===== src/hdl/gefr_pkg.sv =====
// Shared types and constants for the gated echo average framer.
// Used by every module in the block; depends on nothing else.
package gefr_pkg;

  localparam int EchoW = 16;
  localparam int DistW = 13;
  localparam int WarnW = 8;
  localparam int ByteW = 8;
  localparam int CfgIdxW = 2;
  localparam int CfgDataW = 13;

  localparam int DefSamplesPerWindow = 5;

  localparam logic [EchoW-1:0] TimeoutLimitUs = 16'd30000;
  localparam int MaxDistMm = 5100;

  // Distance is time * 17 / 100, done as a multiply by a rounded-up reciprocal.
  localparam int DistShift = 24;
  localparam int DistMulW = 22;
  localparam logic [DistMulW-1:0] DistMul = DistMulW'((17 * (2 ** DistShift) + 99) / 100);
  localparam int TimeW = 15;
  localparam int ProdW = TimeW + DistMulW;

  localparam logic [ByteW-1:0] FrameStart = 8'hAA;
  localparam logic [ByteW-1:0] FrameTypeDistance = 8'h01;

  localparam logic [DistW-1:0] ResetMinDist = 13'd250;
  localparam logic [DistW-1:0] ResetMaxDist = 13'd4500;
  localparam logic [WarnW-1:0] ResetWarnCount = 8'd10;

  typedef enum logic [CfgIdxW-1:0] {
    CFG_MIN_DIST  = 2'd0,
    CFG_MAX_DIST  = 2'd1,
    CFG_WARN_CNT  = 2'd2
  } cfg_index_t;

  typedef enum logic [1:0] {
    F_IDLE,
    F_MUL,
    F_ACC
  } front_state_t;

  typedef enum logic [1:0] {
    B_IDLE,
    B_DIV,
    B_SEND
  } back_state_t;

  typedef enum logic [2:0] {
    POS_START,
    POS_TYPE,
    POS_HI,
    POS_LO,
    POS_CK
  } frame_pos_t;

  typedef enum logic {
    KIND_FRAME  = 1'b0,
    KIND_REPORT = 1'b1
  } result_kind_t;

  typedef struct packed {
    logic [DistW-1:0] min_dist;
    logic [DistW-1:0] max_dist;
    logic [WarnW-1:0] warn_cnt;
  } cfg_t;

  typedef struct packed {
    logic push;
    logic full;
  } q_ctl_t;

endpackage


===== src/hdl/gated_echo_average_framer.sv =====
// Gated echo average framer: one echo time per input beat, converted to millimetres and
// gated by the distance window. Each input beat passes through capture, reciprocal multiply
// and compare-and-accumulate states in the front part, which stalls its input until the beat
// is done; the last beat of a window waits only if both queue entries are full. The back
// part averages each window that kept a sample with a one-bit-per-cycle divider, then sends
// five frame beats, or one failure report for an empty window, one beat per cycle while
// out_stall is low. Configuration registers live here; uses gefr_pkg.
module gated_echo_average_framer #(
  parameter int SAMPLES_PER_WINDOW = gefr_pkg::DefSamplesPerWindow
) (
  input  logic                             clk,
  input  logic                             rst_n,
  input  logic                             in_valid,
  output logic                             in_stall,
  input  logic [gefr_pkg::EchoW-1:0]       in_echo_time_us,
  output logic                             out_valid,
  input  logic                             out_stall,
  output logic                             out_kind,
  output logic [gefr_pkg::ByteW-1:0]       out_data_byte,
  output logic                             out_last,
  output logic [gefr_pkg::WarnW-1:0]       out_fail_count,
  output logic                             out_warn,
  input  logic                             cfg_we,
  input  logic [gefr_pkg::CfgIdxW-1:0]     cfg_index,
  input  logic [gefr_pkg::CfgDataW-1:0]    cfg_data
);

  localparam int SUM_W = $clog2(gefr_pkg::MaxDistMm * SAMPLES_PER_WINDOW + 1);
  localparam int CNT_W = $clog2(SAMPLES_PER_WINDOW + 1);
  localparam int QW = SUM_W + CNT_W;

  gefr_pkg::cfg_t   cfg_r, cfg_nxt;
  gefr_pkg::q_ctl_t q_ctl;
  logic             q_full;
  logic             q_empty;
  logic             q_pop;
  logic [QW-1:0]    q_wr_data;
  logic [QW-1:0]    q_rd_data;

  always_comb begin
    cfg_nxt = cfg_r;
    if (cfg_we) begin
      case (cfg_index)
        gefr_pkg::CFG_MIN_DIST: cfg_nxt.min_dist = cfg_data;
        gefr_pkg::CFG_MAX_DIST: cfg_nxt.max_dist = cfg_data;
        gefr_pkg::CFG_WARN_CNT: cfg_nxt.warn_cnt = cfg_data[gefr_pkg::WarnW-1:0];
        default: cfg_nxt = cfg_r;
      endcase
    end
  end

  always_ff @(posedge clk) begin
    if (!rst_n) begin
      cfg_r.min_dist <= gefr_pkg::ResetMinDist;
      cfg_r.max_dist <= gefr_pkg::ResetMaxDist;
      cfg_r.warn_cnt <= gefr_pkg::ResetWarnCount;
    end else begin
      cfg_r <= cfg_nxt;
    end
  end

  gefr_front #(
    .SAMPLES_PER_WINDOW(SAMPLES_PER_WINDOW),
    .SUM_W(SUM_W),
    .CNT_W(CNT_W)
  ) u_front (
    .clk(clk),
    .rst_n(rst_n),
    .in_valid(in_valid),
    .in_stall(in_stall),
    .in_echo_time_us(in_echo_time_us),
    .cfg(cfg_r),
    .q_ctl(q_ctl),
    .q_full(q_full),
    .q_data(q_wr_data)
  );

  gefr_queue #(
    .W(QW)
  ) u_queue (
    .clk(clk),
    .rst_n(rst_n),
    .ctl_in(q_ctl),
    .full(q_full),
    .wr_data(q_wr_data),
    .pop(q_pop),
    .empty(q_empty),
    .rd_data(q_rd_data)
  );

  gefr_back #(
    .SUM_W(SUM_W),
    .CNT_W(CNT_W)
  ) u_back (
    .clk(clk),
    .rst_n(rst_n),
    .q_empty(q_empty),
    .q_data(q_rd_data),
    .q_pop(q_pop),
    .cfg(cfg_r),
    .out_valid(out_valid),
    .out_stall(out_stall),
    .out_kind(out_kind),
    .out_data_byte(out_data_byte),
    .out_last(out_last),
    .out_fail_count(out_fail_count),
    .out_warn(out_warn)
  );

endmodule


===== src/hdl/gefr_queue.sv =====
// Two-entry queue of window summaries between the front and back parts.
// Generic in its entry width; uses gefr_pkg for the push/full control struct.
module gefr_queue #(
  parameter int W = 8
) (
  input  logic           clk,
  input  logic           rst_n,
  input  gefr_pkg::q_ctl_t ctl_in,
  output logic           full,
  input  logic [W-1:0]   wr_data,
  input  logic           pop,
  output logic           empty,
  output logic [W-1:0]   rd_data
);

  logic [W-1:0] mem [2];
  logic         wr_ptr_r, wr_ptr_nxt;
  logic         rd_ptr_r, rd_ptr_nxt;
  logic [1:0]   fill_r, fill_nxt;
  logic         do_push, do_pop;

  assign full = (fill_r == 2'd2);
  assign empty = (fill_r == 2'd0);
  assign do_push = ctl_in.push && !full;
  assign do_pop = pop && !empty;
  assign rd_data = mem[rd_ptr_r];

  always_comb begin
    wr_ptr_nxt = do_push ? ~wr_ptr_r : wr_ptr_r;
    rd_ptr_nxt = do_pop ? ~rd_ptr_r : rd_ptr_r;
    fill_nxt = fill_r + {1'b0, do_push} - {1'b0, do_pop};
  end

  always_ff @(posedge clk) begin
    if (!rst_n) begin
      wr_ptr_r <= 1'b0;
      rd_ptr_r <= 1'b0;
      fill_r <= 2'd0;
    end else begin
      wr_ptr_r <= wr_ptr_nxt;
      rd_ptr_r <= rd_ptr_nxt;
      fill_r <= fill_nxt;
    end
  end

  always_ff @(posedge clk) begin
    if (do_push) begin
      mem[wr_ptr_r] <= wr_data;
    end
  end

  a_fill_bound: assert property (@(posedge clk) disable iff (!rst_n)
    fill_r != 2'd3) else $error("queue fill count out of range");
  a_push_when_full: assert property (@(posedge clk) disable iff (!rst_n)
    ctl_in.push |-> !full) else $error("push into a full queue");
  a_pop_moves: assert property (@(posedge clk) disable iff (!rst_n)
    (do_pop && !do_push) |=> (fill_r == $past(fill_r) - 2'd1))
    else $error("pop did not reduce the fill count");

endmodule


===== src/hdl/gefr_front.sv =====
// Front part: takes echo times, converts them to distances, gates and sums them.
// At the end of each window it pushes the sum and count into the queue; uses gefr_pkg.
module gefr_front #(
  parameter int SAMPLES_PER_WINDOW = gefr_pkg::DefSamplesPerWindow,
  parameter int SUM_W = 17,
  parameter int CNT_W = 3
) (
  input  logic                          clk,
  input  logic                          rst_n,
  input  logic                          in_valid,
  output logic                          in_stall,
  input  logic [gefr_pkg::EchoW-1:0]    in_echo_time_us,
  input  gefr_pkg::cfg_t                cfg,
  output gefr_pkg::q_ctl_t              q_ctl,
  input  logic                          q_full,
  output logic [SUM_W+CNT_W-1:0]        q_data
);

  localparam int IDX_W = (SAMPLES_PER_WINDOW > 1) ? $clog2(SAMPLES_PER_WINDOW) : 1;

  gefr_pkg::front_state_t state_r, state_nxt;

  logic [gefr_pkg::TimeW-1:0] time_r, time_nxt;
  logic                       tout_r, tout_nxt;
  logic [gefr_pkg::ProdW-1:0] prod_r, prod_nxt;
  logic [SUM_W-1:0]           sum_r, sum_nxt;
  logic [CNT_W-1:0]           cnt_r, cnt_nxt;
  logic [IDX_W-1:0]           idx_r, idx_nxt;

  logic [gefr_pkg::DistW-1:0] dist_mm;
  logic                       keep;
  logic                       win_end;
  logic [SUM_W-1:0]           sum_add;
  logic [CNT_W-1:0]           cnt_add;
  logic                       accept;

  assign accept = in_valid && !in_stall;
  assign dist_mm = prod_r[gefr_pkg::ProdW-1 -: gefr_pkg::DistW];
  assign keep = !tout_r && (dist_mm >= cfg.min_dist) && (dist_mm <= cfg.max_dist);
  assign win_end = (idx_r == IDX_W'(SAMPLES_PER_WINDOW - 1));
  assign sum_add = sum_r + (keep ? SUM_W'(dist_mm) : SUM_W'(0));
  assign cnt_add = cnt_r + (keep ? CNT_W'(1) : CNT_W'(0));
  assign q_data = {sum_add, cnt_add};

  always_comb begin
    state_nxt = state_r;
    case (state_r)
      gefr_pkg::F_IDLE: begin
        if (accept) begin
          state_nxt = gefr_pkg::F_MUL;
        end
      end
      gefr_pkg::F_MUL: state_nxt = gefr_pkg::F_ACC;
      gefr_pkg::F_ACC: begin
        if (!(win_end && q_full)) begin
          state_nxt = gefr_pkg::F_IDLE;
        end
      end
      default: state_nxt = gefr_pkg::F_IDLE;
    endcase
  end

  always_comb begin
    in_stall = (state_r != gefr_pkg::F_IDLE);
    q_ctl.push = 1'b0;
    q_ctl.full = q_full;
    time_nxt = time_r;
    tout_nxt = tout_r;
    prod_nxt = prod_r;
    sum_nxt = sum_r;
    cnt_nxt = cnt_r;
    idx_nxt = idx_r;
    case (state_r)
      gefr_pkg::F_IDLE: begin
        if (accept) begin
          time_nxt = in_echo_time_us[gefr_pkg::TimeW-1:0];
          tout_nxt = (in_echo_time_us == '0) ||
                     (in_echo_time_us > gefr_pkg::TimeoutLimitUs);
        end
      end
      gefr_pkg::F_MUL: begin
        prod_nxt = gefr_pkg::ProdW'(time_r) * gefr_pkg::ProdW'(gefr_pkg::DistMul);
      end
      gefr_pkg::F_ACC: begin
        if (win_end) begin
          if (!q_full) begin
            q_ctl.push = 1'b1;
            sum_nxt = '0;
            cnt_nxt = '0;
            idx_nxt = '0;
          end
        end else begin
          sum_nxt = sum_add;
          cnt_nxt = cnt_add;
          idx_nxt = idx_r + IDX_W'(1);
        end
      end
      default: begin
      end
    endcase
  end

  always_ff @(posedge clk) begin
    if (!rst_n) begin
      state_r <= gefr_pkg::F_IDLE;
      sum_r <= '0;
      cnt_r <= '0;
      idx_r <= '0;
    end else begin
      state_r <= state_nxt;
      sum_r <= sum_nxt;
      cnt_r <= cnt_nxt;
      idx_r <= idx_nxt;
    end
  end

  always_ff @(posedge clk) begin
    time_r <= time_nxt;
    tout_r <= tout_nxt;
    prod_r <= prod_nxt;
  end

  a_push_at_end: assert property (@(posedge clk) disable iff (!rst_n)
    q_ctl.push |-> win_end) else $error("window pushed before its last sample");
  a_idle_after_push: assert property (@(posedge clk) disable iff (!rst_n)
    q_ctl.push |=> (state_r == gefr_pkg::F_IDLE && idx_r == '0 && cnt_r == '0))
    else $error("window state not cleared after push");
  a_index_bound: assert property (@(posedge clk) disable iff (!rst_n)
    idx_r <= IDX_W'(SAMPLES_PER_WINDOW - 1)) else $error("sample index out of range");

endmodule


===== src/hdl/gefr_back.sv =====
// Back part: takes window summaries from the queue, averages them with a
// shift-subtract divider and sends the frame bytes or a failure report; uses gefr_pkg.
module gefr_back #(
  parameter int SUM_W = 17,
  parameter int CNT_W = 3
) (
  input  logic                          clk,
  input  logic                          rst_n,
  input  logic                          q_empty,
  input  logic [SUM_W+CNT_W-1:0]        q_data,
  output logic                          q_pop,
  input  gefr_pkg::cfg_t                cfg,
  output logic                          out_valid,
  input  logic                          out_stall,
  output logic                          out_kind,
  output logic [gefr_pkg::ByteW-1:0]    out_data_byte,
  output logic                          out_last,
  output logic [gefr_pkg::WarnW-1:0]    out_fail_count,
  output logic                          out_warn
);

  localparam int STEP_W = $clog2(SUM_W);

  gefr_pkg::back_state_t state_r, state_nxt;
  gefr_pkg::frame_pos_t  pos_r, pos_nxt;

  logic [SUM_W-1:0]           quo_r, quo_nxt;
  logic [CNT_W-1:0]           rem_r, rem_nxt;
  logic [CNT_W-1:0]           div_r, div_nxt;
  logic [STEP_W-1:0]          step_r, step_nxt;
  logic                       report_r, report_nxt;
  logic [gefr_pkg::WarnW-1:0] fails_r, fails_nxt;

  logic                       out_valid_r, out_valid_nxt;
  logic                       out_kind_r, out_kind_nxt;
  logic [gefr_pkg::ByteW-1:0] out_data_r, out_data_nxt;
  logic                       out_last_r, out_last_nxt;
  logic [gefr_pkg::WarnW-1:0] out_fail_r, out_fail_nxt;
  logic                       out_warn_r, out_warn_nxt;

  logic [SUM_W-1:0]           q_sum;
  logic [CNT_W-1:0]           q_cnt;
  logic [CNT_W:0]             trial;
  logic                       ge;
  logic [15:0]                avg;
  logic [gefr_pkg::ByteW-1:0] csum;
  logic                       slot_free;
  logic                       load;
  logic                       div_done;

  assign q_sum = q_data[SUM_W+CNT_W-1:CNT_W];
  assign q_cnt = q_data[CNT_W-1:0];
  assign trial = {rem_r, quo_r[SUM_W-1]};
  assign ge = (trial >= {1'b0, div_r});
  assign avg = 16'(quo_r);
  assign csum = gefr_pkg::FrameStart + gefr_pkg::FrameTypeDistance + avg[15:8] + avg[7:0];
  assign slot_free = !out_valid_r || !out_stall;
  assign div_done = (step_r == STEP_W'(SUM_W - 1));

  always_comb begin
    state_nxt = state_r;
    case (state_r)
      gefr_pkg::B_IDLE: begin
        if (!q_empty) begin
          state_nxt = (q_cnt == '0) ? gefr_pkg::B_SEND : gefr_pkg::B_DIV;
        end
      end
      gefr_pkg::B_DIV: begin
        if (div_done) begin
          state_nxt = gefr_pkg::B_SEND;
        end
      end
      gefr_pkg::B_SEND: begin
        if (slot_free && (report_r || pos_r == gefr_pkg::POS_CK)) begin
          state_nxt = gefr_pkg::B_IDLE;
        end
      end
      default: state_nxt = gefr_pkg::B_IDLE;
    endcase
  end

  always_comb begin
    q_pop = 1'b0;
    load = 1'b0;
    pos_nxt = pos_r;
    quo_nxt = quo_r;
    rem_nxt = rem_r;
    div_nxt = div_r;
    step_nxt = step_r;
    report_nxt = report_r;
    fails_nxt = fails_r;
    out_kind_nxt = out_kind_r;
    out_data_nxt = out_data_r;
    out_last_nxt = out_last_r;
    out_fail_nxt = out_fail_r;
    out_warn_nxt = out_warn_r;
    case (state_r)
      gefr_pkg::B_IDLE: begin
        if (!q_empty) begin
          q_pop = 1'b1;
          quo_nxt = q_sum;
          rem_nxt = '0;
          div_nxt = q_cnt;
          step_nxt = '0;
          pos_nxt = gefr_pkg::POS_START;
          if (q_cnt == '0) begin
            report_nxt = 1'b1;
            fails_nxt = fails_r + gefr_pkg::WarnW'(1);
          end else begin
            report_nxt = 1'b0;
            fails_nxt = '0;
          end
        end
      end
      gefr_pkg::B_DIV: begin
        quo_nxt = {quo_r[SUM_W-2:0], ge};
        rem_nxt = ge ? CNT_W'(trial - {1'b0, div_r}) : CNT_W'(trial);
        step_nxt = step_r + STEP_W'(1);
      end
      gefr_pkg::B_SEND: begin
        if (slot_free) begin
          load = 1'b1;
          if (report_r) begin
            out_kind_nxt = gefr_pkg::KIND_REPORT;
            out_data_nxt = '0;
            out_last_nxt = 1'b1;
            out_fail_nxt = fails_r;
            out_warn_nxt = (fails_r == cfg.warn_cnt);
          end else begin
            out_kind_nxt = gefr_pkg::KIND_FRAME;
            out_fail_nxt = '0;
            out_warn_nxt = 1'b0;
            out_last_nxt = (pos_r == gefr_pkg::POS_CK);
            case (pos_r)
              gefr_pkg::POS_START: begin
                out_data_nxt = gefr_pkg::FrameStart;
                pos_nxt = gefr_pkg::POS_TYPE;
              end
              gefr_pkg::POS_TYPE: begin
                out_data_nxt = gefr_pkg::FrameTypeDistance;
                pos_nxt = gefr_pkg::POS_HI;
              end
              gefr_pkg::POS_HI: begin
                out_data_nxt = avg[15:8];
                pos_nxt = gefr_pkg::POS_LO;
              end
              gefr_pkg::POS_LO: begin
                out_data_nxt = avg[7:0];
                pos_nxt = gefr_pkg::POS_CK;
              end
              gefr_pkg::POS_CK: begin
                out_data_nxt = csum;
                pos_nxt = gefr_pkg::POS_START;
              end
              default: begin
                out_data_nxt = '0;
                pos_nxt = gefr_pkg::POS_START;
              end
            endcase
          end
        end
      end
      default: begin
      end
    endcase
    out_valid_nxt = load || (out_valid_r && out_stall);
  end

  always_ff @(posedge clk) begin
    if (!rst_n) begin
      state_r <= gefr_pkg::B_IDLE;
      fails_r <= '0;
      out_valid_r <= 1'b0;
    end else begin
      state_r <= state_nxt;
      fails_r <= fails_nxt;
      out_valid_r <= out_valid_nxt;
    end
  end

  always_ff @(posedge clk) begin
    pos_r <= pos_nxt;
    quo_r <= quo_nxt;
    rem_r <= rem_nxt;
    div_r <= div_nxt;
    step_r <= step_nxt;
    report_r <= report_nxt;
    out_kind_r <= out_kind_nxt;
    out_data_r <= out_data_nxt;
    out_last_r <= out_last_nxt;
    out_fail_r <= out_fail_nxt;
    out_warn_r <= out_warn_nxt;
  end

  assign out_valid = out_valid_r;
  assign out_kind = out_kind_r;
  assign out_data_byte = out_data_r;
  assign out_last = out_last_r;
  assign out_fail_count = out_fail_r;
  assign out_warn = out_warn_r;

  a_report_is_last: assert property (@(posedge clk) disable iff (!rst_n)
    (out_valid_r && out_kind_r) |-> out_last_r) else $error("failure report without last");
  a_warn_only_report: assert property (@(posedge clk) disable iff (!rst_n)
    (out_valid_r && out_warn_r) |-> out_kind_r) else $error("warn raised on a frame beat");
  a_frame_clears_count: assert property (@(posedge clk) disable iff (!rst_n)
    (out_valid_r && !out_kind_r) |-> (out_fail_r == '0))
    else $error("frame beat with a non-zero failure count");
  a_pop_only_idle: assert property (@(posedge clk) disable iff (!rst_n)
    q_pop |-> (state_r == gefr_pkg::B_IDLE && !q_empty)) else $error("pop outside idle");

endmodule


===== config.mk =====
export PLATFORM = sky130hd
export DESIGN_NAME = gated_echo_average_framer
export DESIGN_NICKNAME = d
export VERILOG_FILES = /design/src/hdl/gefr_pkg.sv /design/src/hdl/gated_echo_average_framer.sv /design/src/hdl/gefr_queue.sv /design/src/hdl/gefr_front.sv /design/src/hdl/gefr_back.sv
export SDC_FILE = /design/constraint.sdc
export NUM_CORES = 1
export LEC_CHECK = 0
export BUFFER_PORTS_ARGS = -buffer_cell sky130_fd_sc_hd__buf_4
export CAP_MARGIN = 20
export CORE_UTILIZATION = 40
export DETAILED_ROUTE_END_ITERATION = 16
export GPL_TIMING_DRIVEN = 0
export HOLD_SLACK_MARGIN = 0.05
export PLACE_DENSITY = 0.53
export SETUP_SLACK_MARGIN = 0.05
export SLEW_MARGIN = 20
export SYNTH_ARGS = -nofsm -noshare
export SYNTH_HDL_FRONTEND = slang
export SYNTH_SLANG_ARGS = --single-unit

===== constraint.sdc =====
create_clock -name clk -period 5.97 [get_ports clk]
set_input_delay 0.2985 -clock clk [delete_from_list [all_inputs] [get_ports clk]]
set_output_delay 0.2985 -clock clk [all_outputs]
set_load 0.005 [all_outputs]

# After elaboration in Yosys (flattened, before gate mapping)
# Memories as Yosys holds them, arrays and structs flattened. A register that Yosys moved wholly into a read port is not among the register bits.
# Cells that the tools add are included.
[classes]
n_mux = 41
n_addsub = 10
eq_ne = 22
reduce_logical = 39
mul = 1
n_bitwise = 3
magnitude_cmp = 4
[ops]
columns = ["cell", "count"]
rows = [
  ["2-to-1 mux 15 bit", 3],
  ["one-hot mux 8 bit (5 select lines)", 1],
  ["multiplier 15 x 22 -> 37 bit (second input constant)", 1],
  ["one-hot mux 15 bit (2 select lines)", 1],
  ["2-to-1 mux 3 bit", 7],
  ["AND reduction 2 bit", 9],
  ["> comparator 16 x 15 -> 1 bit (second input constant)", 1],
  ["zero test 16 bit", 1],
  ["adder 15 bit", 1],
  ["2-to-1 mux 1 bit", 14],
  ["greater-or-equal comparator 13 bit", 1],
  ["<= comparator 13 bit", 1],
  ["2-to-1 mux 13 bit", 1],
  ["2-to-1 mux 2 bit", 6],
  ["one-hot mux 2 bit (3 select lines)", 2],
  ["one-hot mux 3 bit (2 select lines)", 2],
  ["one-hot mux 3 bit (4 select lines)", 1],
  ["adder 8 x 1 -> 8 bit (second input constant)", 1],
  ["adder 8 x 7 -> 8 bit (first input constant)", 1],
  ["adder 8 bit", 1],
  ["== test 2 bit (second input constant)", 4],
  ["== test 8 bit", 1],
  ["logical AND 1 bit", 8],
  ["zero test 2 bit", 4],
  ["other kinds (24)", 47],
]
[word_totals]
n_memories = 1
register_bits = 173
ramBits = 36
wordCells = 148
[memory_table]
columns = ["name", "depth", "width", "rd", "rd_clocked_by_memory_dff", "wr", "line", "text"]
rows = [
  ["u_queue.mem", 2, 18, 1, 1, 1, "gefr_queue.sv:16", "logic [W-1:0] mem [2];"],
]

# Logic depth before layout (Yosys ltp)
# Gate-level depths: netlist (run 1).
[logic_depth]
ltp_word = 7
mapped_depth = 20

# By module
# From an unflattened synthesis (run 1), not the netlist that was laid out.
[hier_totals]
cells_unflattened = 1456
area_unflattened_um2 = 15041.9
[by_module_without_submodules]
columns = ["mod", "seq_area_each_um2", "instances", "area_per_inst_um2", "cells_per_inst"]
rows = [
  ["gefr_front", 1331.3, 1, 8872.3, 941],
  ["gefr_back", 1661.6, 1, 3190.6, 293],
  ["gefr_queue", 1181.1, 1, 1586.5, 83],
  ["gated_echo_average_framer", 680.7, 1, 1392.6, 139],
]

# Least setup slack after synthesis (run 1)
# No wires, ideal clock.
[synth_timing]
kind = "register -> register"
from = "register u_front.time_r[4] (netlist bit)"
to = "register u_front.prod_r[35] (netlist bit) (data pin)"
path_stages_with_launch = 19
required_time_ns = 5.709
period_less_slack_ns = 5.427
arrival_ns = 5.167
setup_time_ns = 0.261
path_slack_ns = 0.543
cell_sequence = "edfxtp_1 fa_1 inv_1 fa_1 inv_1 ha_1 fa_1 inv_1 fa_1 fa_1 inv_1 ha_1 and4_1 nand3_1 nor3_1 and2_1 a221o_1 o21a_1 o32a_1"
[synth_via]
elab_chain_len = 1
[synth_lines]
columns = ["item", "line", "text"]
rows = [
  ["start, declared", "gefr_front.sv:23", "logic [gefr_pkg::TimeW-1:0] time_r, time_nxt;"],
  ["start signal, assigned", "gefr_front.sv:118", "time_r <= time_nxt;"],
  ["multiplier 15 x 22 -> 37 bit", "gefr_front.sv:82", "prod_nxt = gefr_pkg::ProdW'(time_r) * gefr_pkg::ProdW'(gefr_pkg::DistMul);"],
  ["end signal, assigned", "gefr_front.sv:120", "prod_r <= prod_nxt;"],
  ["end, declared", "gefr_front.sv:25", "logic [gefr_pkg::ProdW-1:0] prod_r, prod_nxt;"],
]
# No other way between the ends.
# A chain may end at the register's enable or synchronous reset.

# Final worst setup path (run 1)
[layout_timing]
from = "register u_front.time_r[5] (netlist bit)"
to = "register u_front.prod_r[30] (netlist bit) (data pin)"
# The elaborated chain is that of the path after synthesis.

==> out/metrics.json, run 1 <==
{
  "clock_sink_count": 186,
  "gp_congestion": 0.853,
  "clock_pin_transition_on_the_worst_setup_and_hold_timing_paths_ns": 0.08,
  "final_cells": 1959,
  "critical_path.max_fanout": 6,
  "launching_element_type_of_the_critical_path": "flop",
  "timing_worst_slew_pin_value_ns": 0.875,
  "ir_drop_uv": 322,
  "port_buffers": 56,
  "totalWireLength_mm": 31.5,
  "syn_area_per_cell_um2": 10.4,
  "maximum_achievable_frequency_mhz": 174,
  "cell_with_the_most_instances_after_synthesis": "sky130_fd_sc_hd__inv_1",
  "skew_ns": 0.0183,
  "numCtsBuffers": 17,
  "avg_wl_per_cell_um": 16.1,
  "topRoutingLayerUsed": "met4",
  "post-place-ws_ns": -0.294,
  "synthTopCellsByCount": "sky130_fd_sc_hd__inv_1 (233), sky130_fd_sc_hd__ha_1 (212), sky130_fd_sc_hd__edfxtp_1 (113)",
  "worst_path_required_time_ns": 6.15,
  "worst_r2r_startpoint": "u_front.time_r[5]",
  "yosys_register_bits": 186,
  "wirelength_met1_mm": 14.0,
  "vias_per_cell": 4.95,
  "chipWidth_um": 191,
  "ant_nets": 0,
  "antenna_cells_inserted": 0,
  "tritoncts_clock_tree": "built",
  "clock-root-buffer": "sky130_fd_sc_hd__clkbuf_16",
  "via_count": 9688,
  "number_of_pins_with_negative_max_slew_slack_in_the_final_report": 0,
  "grt_usage_pct": 18.0,
  "drc": 0,
  "row_count": 68,
  "setup_viol_count_final": 0,
  "worstPathCellList": "fa_2, inv_1, fa_1, inv_1, ha_1, fa_1, inv_1, fa_1, fa_1, inv_1, ha_1, a21o_1, a21o_1, a221o_1, a21o_1, a221oi_1, o211ai_1, xor2_1",
  "min_path_type": "input pin to flop",
  "number_of_synthesized_flops_with_an_enable_pin": 113,
  "dieHeight_um": 191,
  "post-synth-top-area-cell": "sky130_fd_sc_hd__edfxtp_1",
  "synth-warning-count": 0,
  "syn-num-nets": 1727,
  "start_util_pct": 41.0,
  "layout.cell_area.non_filler_mm2": 0.0163,
  "finalWorstSetupSlack_ns": 0.234,
  "first_iter_violations": 419,
  "grt_start_max_net_pins": 20,
  "first_global_vias": 9934,
  "synth-seq-area-share_pct": 33.9,
  "critPathArrivalTime_ns": 5.92,
  "post_synth_instance_area_mm2": 0.0143,
  "finalHoldViolCount": 0,
  "yosys-top-cells-area": "sky130_fd_sc_hd__edfxtp_1 (24%), sky130_fd_sc_hd__ha_1 (19%), sky130_fd_sc_hd__fa_1 (14%), sky130_fd_sc_hd__dfxtp_1 (10%), sky130_fd_sc_hd__inv_1 (6.1%)",
  "detailed_place.area_mm2": 0.0154,
  "grt_antenna_before_repair": 0,
  "outcome": "complete, no violations",
  "worstHoldStart": "cfg_data[8]",
  "layout_area_overhead_pct": 13.8,
  "drive_above_1_share_pct": 9.64,
  "period_minus_slack_ns": 5.74,
  "critical_path.slowest_cell": "sky130_fd_sc_hd__fa_2",
  "max_cap_violations": 0,
  "ios": 57,
  "dominantRegCellSynth": "sky130_fd_sc_hd__edfxtp_1",
  "power_leakage_nw": 7.36,
  "cpPeakStageDelay_ns": 0.65,
  "dr.pass1.iters": 5,
  "clock_tree.buffer_depth": 2,
  "setup.worst_path.class": "flop to flop",
  "synth.top_cell.area_share_pct": 23.7,
  "fp.dieArea_mm2": 0.0365,
  "kind_of_end_point_of_the_critical_path": "flop",
  "met3_length_um": 675,
  "worstSetupStartpoint": "u_front.time_r[5]",
  "grt_pass1_wl_mm": 50.9,
  "synth_cells": 1382,
  "hpwlAfterDp_mm": 25.4,
  "timing.setup.tns_ns": 0,
  "final_min_period_over_clock_period_pct": 96.1,
  "yosysUniqueCellTypes": 67,
  "grt_setup_unrepaired": "true",
  "worst_slew_margin_rel_pct": 40.9,
  "floorplan.core_area_mm2": 0.0349,
  "clkLatencyLatePin_ns": 0.46,
  "layout.nets": 1836,
  "grt_overflow_total": 0,
  "cellPowerDensity_mw_per_mm2": 494,
  "wl_met2_mm": 16.1,
  "synth-async-reset-ratio_pct": 0,
  "finish.utilization_pct": 46.7,
  "htree_num_levels": 4,
  "placedCellCount": 1898
}
## what timing repair did
action | 4_1_cts | 5_1_grt
hold endpoints to repair | 15 | 0
setup buffers | 6 | 8
hold buffers | 15 | 0
resized for setup | 3 | 12
setup endpoints to repair | 9 | 9
pin swaps | 0 | 6
## per-stage QoR
step / hold slack (ns) / power (mW)
global placement: 0.427 / 6.62
floorplan: 0.397 / 5.45
global route: 0.0764 / 8.87
CTS: 0.0678 / 7.95
detailed placement: 0.448 / 6.66
finish: 0.0839 / 8.04
## worst max-delay path, delay by kind of cell (launching register included)
| family | cells | cell delay (ns) |
|---|---|---|
| compound gates | 6 | 1.39 |
| xor+xnor | 1 | 0.18 |
| buf+inv | 4 | 0.20 |
| flops | 1 | 0.55 |
| fa+ha+maj | 7 | 3.15 |
## cell families after synthesis
logic type      after synthesis  synth area share (%)
xor+xnor                     50                  3.06
mux                          28                  1.98
buf+inv                     266                  7.06
compound gates              245                  11.4
fa+ha+maj                   309                  32.1
flops                       186                  33.9
simple gates                298                  10.5
## routing by layer
metal,track usage (%),vias up
met1,21.9,4612
met5,0,-
met4,5.62,0
met3,2.68,31
li1,-,4937
met2,32.5,108
## state kept, by name (all words and copies together), names as in the netlist, 13 cells and up, named ones only
register	count
u_back.quo_r	15
u_front.time_r	15
u_queue.mem	36
u_front.sum_r	15
cfg_r	34
u_front.prod_r	13
## where the power goes
group          total, mW  switching, mW  internal [mW]
clock               1.18          0.581          0.599
sequential          1.87          0.159           1.71
combinational       4.99           2.87           2.12
total               8.04           3.61           4.43
## path summary, 6_finish.rpt
path,cells after the start,slack (ns),to
worst min-delay path,3,0.08,cfg_r[16]
worst max register to register,18,0.23,u_front.prod_r[30]
worst min register to register,0,0.46,u_back.out_kind
worst max-delay path,18,0.23,u_front.prod_r[30]
## cell type report
class | instances | area [um^2]
clock buffer | 17 | 425
multi-input combinational | 930 | 8530
timing repair buffer | 90 | 713
tap | 455 | 569
fill | 3356 | 18600
inverter | 234 | 878
buffer | 32 | 131
sequential | 186 | 4850
clock inverter | 15 | 171
## cell usage in the layout (no fill, tap or decap), types with 9 or more instances in the layout
cell type / n
sky130_fd_sc_hd__a21boi_0: 18
sky130_fd_sc_hd__a21o_1: 24
sky130_fd_sc_hd__a21oi_1: 57
sky130_fd_sc_hd__a22oi_1: 9
sky130_fd_sc_hd__and2_1: 20
sky130_fd_sc_hd__and3_1: 9
sky130_fd_sc_hd__buf_4: 70
sky130_fd_sc_hd__clkbuf_1: 26
sky130_fd_sc_hd__clkbuf_16: 17
sky130_fd_sc_hd__dfxtp_1: 73
sky130_fd_sc_hd__dlygate4sd3_1: 15
sky130_fd_sc_hd__edfxtp_1: 113
sky130_fd_sc_hd__fa_1: 95
sky130_fd_sc_hd__ha_1: 211
sky130_fd_sc_hd__inv_1: 232
sky130_fd_sc_hd__mux2i_1: 25
sky130_fd_sc_hd__nand2_1: 93
sky130_fd_sc_hd__nand3_1: 16
sky130_fd_sc_hd__nand4_1: 9
sky130_fd_sc_hd__nor2_1: 58
sky130_fd_sc_hd__nor2b_1: 28
sky130_fd_sc_hd__nor3_1: 13
sky130_fd_sc_hd__nor4b_1: 11
sky130_fd_sc_hd__o211ai_1: 16
sky130_fd_sc_hd__o21a_1: 16
sky130_fd_sc_hd__o21ai_0: 45
sky130_fd_sc_hd__xnor2_1: 30
sky130_fd_sc_hd__xor2_1: 20
No activity file was read; power rests on OpenSTA's default activity.
==> inputs of run 2 (changes only) <==
ABC_CLOCK_PERIOD_IN_PS = 5970   (was unset)
PLACE_DENSITY = unset   (was 0.53)
REMOVE_ABC_BUFFERS = 1   (was unset)
==> run 2 against run 1 <==
Register-to-register slack is essentially flat. Via count shrank 0.67%. Sequential power grew 3%. Hold slack gained 0.0088 ns. Die area is the same. Count of clock-buffer cells in the layout is the same. Final area shrank 0.90%. First-iteration DRC count grew 19%. Worst setup slack lost 0.0025 ns. Critical path type unchanged.
==> out/metrics.json, run 2 (synthesis results as in run 1) <==
{
  "mostFrequentLayoutCell": "sky130_fd_sc_hd__inv_1",
  "clock_pin_transition_on_the_worst_setup_and_hold_timing_paths_ns": 0.08,
  "max_cap_violations": 0,
  "worst_slew_margin_rel_pct": 32.1,
  "final_min_period_over_clock_period_pct": 96.1,
  "final_cells": 1931,
  "grt_overflow_total": 0,
  "placedCellCount": 1867,
  "grt_pass1_wl_mm": 48.1,
  "grt_setup_unrepaired": "false",
  "hpwlAfterDp_mm": 23.1,
  "largest_registers": "u_queue.mem: 36 flops, cfg_r: 34 flops",
  "finish.utilization_pct": 46.2,
  "outcome": "complete, no violations",
  "timing.setup.tns_ns": 0,
  "ant_nets": 0,
  "gp_congestion": 0.845,
  "detailed_place.area_mm2": 0.0152,
  "row_count": 68,
  "crit_family": "adder cells",
  "drc": 0,
  "totalWireLength_mm": 29.0,
  "period_minus_slack_ns": 5.74,
  "grt_start_max_net_pins": 60,
  "first_iter_violations": 498,
  "number_of_pins_with_negative_max_slew_slack_in_the_final_report": 0,
  "tritoncts_clock_tree": "built",
  "layout.cell_area.non_filler_mm2": 0.0161,
  "port_buffers": 56,
  "largest_reg_flops": 36,
  "cpPeakStageDelay_ns": 0.68,
  "setup.worst_path.class": "flop to flop",
  "clock-root-buffer": "sky130_fd_sc_hd__clkbuf_16",
  "layout_area_overhead_pct": 12.7,
  "power_leakage_nw": 7.31,
  "fp.dieArea_mm2": 0.0365,
  "timing_worst_slew_pin_value_ns": 1.02,
  "critical_path.max_fanout": 4,
  "start_util_pct": 41.0,
  "clock_tree.buffer_depth": 2,
  "chipWidth_um": 191,
  "via_count": 9623,
  "kind_of_end_point_of_the_critical_path": "flop",
  "drive_above_1_share_pct": 9.42,
  "clkLatencyLatePin_ns": 0.44,
  "skew_ns": 0.0174,
  "first_global_vias": 9802,
  "path_buf_inv": 4,
  "dieHeight_um": 191,
  "grt_usage_pct": 16.6,
  "htree_num_levels": 4,
  "grt_antenna_before_repair": 0,
  "totalPowerFinal_mw": 7.83,
  "critical_path.slowest_cell": "sky130_fd_sc_hd__fa_2",
  "vias_per_cell": 4.98,
  "maximum_achievable_frequency_mhz": 174,
  "floorplan.core_area_mm2": 0.0349,
  "critPathArrivalTime_ns": 5.93,
  "layout.nets": 1808,
  "dr.pass1.iters": 5,
  "numCtsBuffers": 17,
  "clock_sink_count": 186,
  "cellPowerDensity_mw_per_mm2": 485,
  "layout_common_cells": "sky130_fd_sc_hd__inv_1 (233), sky130_fd_sc_hd__ha_1 (211), sky130_fd_sc_hd__edfxtp_1 (113), sky130_fd_sc_hd__fa_1 (95), sky130_fd_sc_hd__nand2_1 (93)",
  "worstPathCellList": "fa_2, inv_1, fa_1, inv_1, ha_1, fa_1, inv_1, fa_1, fa_1, inv_1, ha_1, a21oi_1, o221ai_1, nand3_1, a31oi_1, a221o_1, o21a_1, o32a_1",
  "ir_drop_uv": 258,
  "worst_path_required_time_ns": 6.16,
  "setup_viol_count_final": 0,
  "registers.top_by_ff_count": "u_queue.mem",
  "min_path_type": "input pin to flop",
  "finalHoldViolCount": 0,
  "antenna_cells_inserted": 0,
  "avg_wl_per_cell_um": 15.0,
  "launching_element_type_of_the_critical_path": "flop",
  "ios": 57
}
[run 2: changes by cell type in the layout (fill, tap and decap cells not counted), moves of 4 or more]
cell,before,now
sky130_fd_sc_hd__buf_2,6,2
sky130_fd_sc_hd__clkbuf_1,26,0
sky130_fd_sc_hd__clkinv_4,5,1
sky130_fd_sc_hd__buf_4,70,74
[run 2: stage by stage]
| step | worst slack [ns] | hold slack (ns) |
|---|---|---|
| global placement | -0.145 | 0.453 |
| floorplan | 0.543 | 0.360 |
| CTS | 0.0636 | 0.0798 |
| finish | 0.231 | 0.0927 |
| global route | 0.0298 | 0.0936 |
| detailed placement | -0.176 | 0.461 |
[run 2: per-layer routing]
layer,up-vias,wire (um),global-route usage [%]
met3,37,724,2.28
met1,4573,13300,20.9
met4,0,757,5.62
li1,4884,-,-
met5,-,0,0
met2,129,14200,29.1
[run 2: worst paths after layout]
kind                                   startpoint            endpoint  slack (ns)  cells after the start
worst max-delay path            u_front.time_r[4]  u_front.prod_r[35]        0.23                     18
worst max register to register  u_front.time_r[4]  u_front.prod_r[35]        0.23                     18
worst min-delay path                  cfg_data[3]            cfg_r[3]        0.09                      3
worst min register to register          cfg_r[19]           cfg_r[19]        0.47                      2
[run 2: final cells by class]
cell class                      instances  area [um^2]
Fill cell                            3280        18800
Sequential cell                       186         4850
Inverter                              234          878
Clock inverter                         15          153
Tap cell                              455          569
Timing Repair Buffer                   94          749
Multi-Input combinational cell        930         8500
Clock buffer                           17          425
[run 2: power breakdown]
part | internal [mW] | switching [mW] | total, mW | leakage [nW]
clock | 0.559 | 0.582 | 1.14 | 0.280
sequential | 1.71 | 0.212 | 1.92 | 1.64
combinational | 2.07 | 2.70 | 4.77 | 5.39
total | 4.34 | 3.49 | 7.83 | 7.31
[run 2: timing repair]
| item | CTS | global route |
|---|---|---|
| gates resized for setup | 2 | 3 |
| setup buffers | 5 | 12 |
| hold buffers | 15 | 0 |
| setup endpoints to repair | 9 | 9 |
| pin swaps | 0 | 3 |
| hold endpoints to repair | 15 | 0 |
[run 2: tightest hold or removal path: stages]
cell and delay (ns):
sky130_fd_sc_hd__buf_4 0.09, sky130_fd_sc_hd__mux2i_1 0.06, sky130_fd_sc_hd__nand2_1 0.05
==> inputs of run 3 (changes only) <==
CORE_UTILIZATION = 28   (was 40)
==> run 3 against run 2 <==
Clock power up 5%. Combinational power decreased by 0.8%. Sequential share of layout area decreased by 0.53 points. Via count increased by 0.73%. Core utilization fell by 14 points. First-iteration DRC count shrank 14%. Critical path type unchanged. Hold slack got worse by 0.00058 ns. Fmax up 1.3%. Die area is 42% higher. Critical path depth unchanged.
==> out/metrics.json, run 3 (synthesis results as in run 1) <==
{
  "path_buf_inv": 4,
  "largest_reg_flops": 36,
  "antenna_cells_inserted": 0,
  "multiInputGateArea_mm2": 0.00849,
  "grt_usage_pct": 11.7,
  "drive_above_1_share_pct": 9.49,
  "clock_pin_transition_on_the_worst_setup_and_hold_timing_paths_ns": 0.08,
  "timing.critical_path.mode_cell": "sky130_fd_sc_hd__fa_1",
  "launching_element_type_of_the_critical_path": "flop",
  "finish.utilization_pct": 32.7,
  "first_global_vias": 9911,
  "kind_of_end_point_of_the_critical_path": "flop",
  "hpwlAfterDp_mm": 23.4,
  "cellPowerDensity_mw_per_mm2": 479,
  "finalHoldViolCount": 0,
  "mostFrequentLayoutCell": "sky130_fd_sc_hd__inv_1",
  "via_count": 9693,
  "chipWidth_um": 228,
  "first_iter_violations": 426,
  "outcome": "complete, no violations",
  "period_minus_slack_ns": 5.66,
  "port_buffers": 56,
  "skew_ns": 0.0226,
  "clock_sink_count": 186,
  "grt_overflow_total": 0,
  "ant_nets": 0,
  "avg_wl_per_cell_um": 13.7,
  "setup.worst_path.class": "flop to flop",
  "worstPathCellList": "inv_1, fa_2, inv_1, fa_1, fa_1, inv_1, fa_1, inv_1, fa_1, fa_1, ha_1, and3_1, o21ai_0, nor3_2, and2_1, a221o_1, o21a_1, o32a_1",
  "crit_family": "adder cells",
  "row_count": 82,
  "ios": 57,
  "power_leakage_nw": 7.32,
  "maximum_achievable_frequency_mhz": 177,
  "worst_path_required_time_ns": 6.15,
  "registers.top_by_ff_count": "u_queue.mem",
  "totalWireLength_mm": 29.5,
  "grt_antenna_before_repair": 0,
  "setup_viol_count_final": 0,
  "r2r_slack_ns": 0.31,
  "dr.pass1.iters": 5,
  "timing.setup.tns_ns": 0,
  "htree_num_levels": 4,
  "area.sequential_mm2": 0.00485,
  "finalWorstSetupSlack_ns": 0.308,
  "dieHeight_um": 228,
  "clock_tree.buffer_depth": 2,
  "detailed_place.area_mm2": 0.0155,
  "grt_setup_unrepaired": "true",
  "ir_drop_uv": 263,
  "clock-root-buffer": "sky130_fd_sc_hd__clkbuf_16",
  "fp.dieArea_mm2": 0.0520,
  "start_util_pct": 28.5,
  "critPathArrivalTime_ns": 5.85,
  "clkLatencyLatePin_ns": 0.45,
  "floorplan.core_area_mm2": 0.0503,
  "worst_slew_margin_rel_pct": 28.5,
  "grt_pass1_wl_mm": 49.2,
  "final_cells": 2147,
  "final_min_period_over_clock_period_pct": 94.8,
  "min_path_type": "input pin to flop",
  "fillerInstances": 5124,
  "timing_worst_slew_pin_value_ns": 1.07,
  "critical_path.slowest_cell": "sky130_fd_sc_hd__fa_2",
  "max_cap_violations": 0,
  "tritoncts_clock_tree": "built",
  "totalPowerFinal_mw": 7.87,
  "gp_congestion": 0.916,
  "timing.hold.ws_ns": 0.0921,
  "post-place-ws_ns": -0.00833,
  "layout_area_overhead_pct": 14.8,
  "drc": 0,
  "layout.cell_area.non_filler_mm2": 0.0164,
  "placedCellCount": 2084,
  "vias_per_cell": 4.51,
  "grt_start_max_net_pins": 60,
  "cpPeakStageDelay_ns": 0.59,
  "numCtsBuffers": 17,
  "largest_registers": "u_queue.mem: 36 flops, cfg_r: 34 flops",
  "layout.nets": 1807,
  "critical_path.max_fanout": 5,
  "number_of_pins_with_negative_max_slew_slack_in_the_final_report": 0,
  "layout_common_cells": "sky130_fd_sc_hd__inv_1 (231), sky130_fd_sc_hd__ha_1 (212), sky130_fd_sc_hd__edfxtp_1 (113), sky130_fd_sc_hd__fa_1 (95), sky130_fd_sc_hd__nand2_1 (93)"
}
[run 3: cell count changes in the layout (fill, tap and decap cells not counted), sizes merged]
cell      previous run  this run
bufinv               0         2
clkinvlp             1         2
buf                 79        78
inv                242       239
clkbuf              17        18
clkinv               6         5
[run 3: area by class of cell]
cell class                 instances  share of cell area [%]
multi-input combinational        930                    51.7
sequential                       186                    29.6
inverter                         234                    5.35
tap                              672                    5.12
timing repair buffer              93                    4.54
clock buffer                      18                    2.61
clock inverter                    14                    1.10
[run 3: path summary, 6_finish.rpt]
check,cells past startpoint,end,startpoint
min,3,cfg_r[1],cfg_data[1]
max,18,u_front.prod_r[35],u_front.time_r[14]
min reg2reg,2,cfg_r[33],cfg_r[33]
max reg2reg,18,u_front.prod_r[35],u_front.time_r[14]
[run 3: worst min-delay path, cell delays in order]
cell	delay [ns]
sky130_fd_sc_hd__buf_4	0.09
sky130_fd_sc_hd__mux2i_1	0.06
sky130_fd_sc_hd__nand2_1	0.06
[run 3: metal layers]
layer  up-vias  global-route usage, %  wire length (um)
met4         0                   3.71               550
li1       4886                      -                 -
met2       151                   19.8             14000
met1      4628                   15.0             14000
met3        28                   2.03               907
met5         -                      0                 0
[run 3: repair_timing]
action | CTS | global route
gates resized for setup | 2 | 5
hold buffers | 15 | 0
hold endpoints to repair | 15 | 0
pin swaps | 0 | 1
endpoints found under the setup margin | 4 | 9
setup buffers | 2 | 14
[run 3: report_power, final]
group	internal [mW]	leakage, nW	switching, mW
Clock	0.636	0.292	0.563
Sequential	1.71	1.64	0.221
Combinational	2.03	5.39	2.71
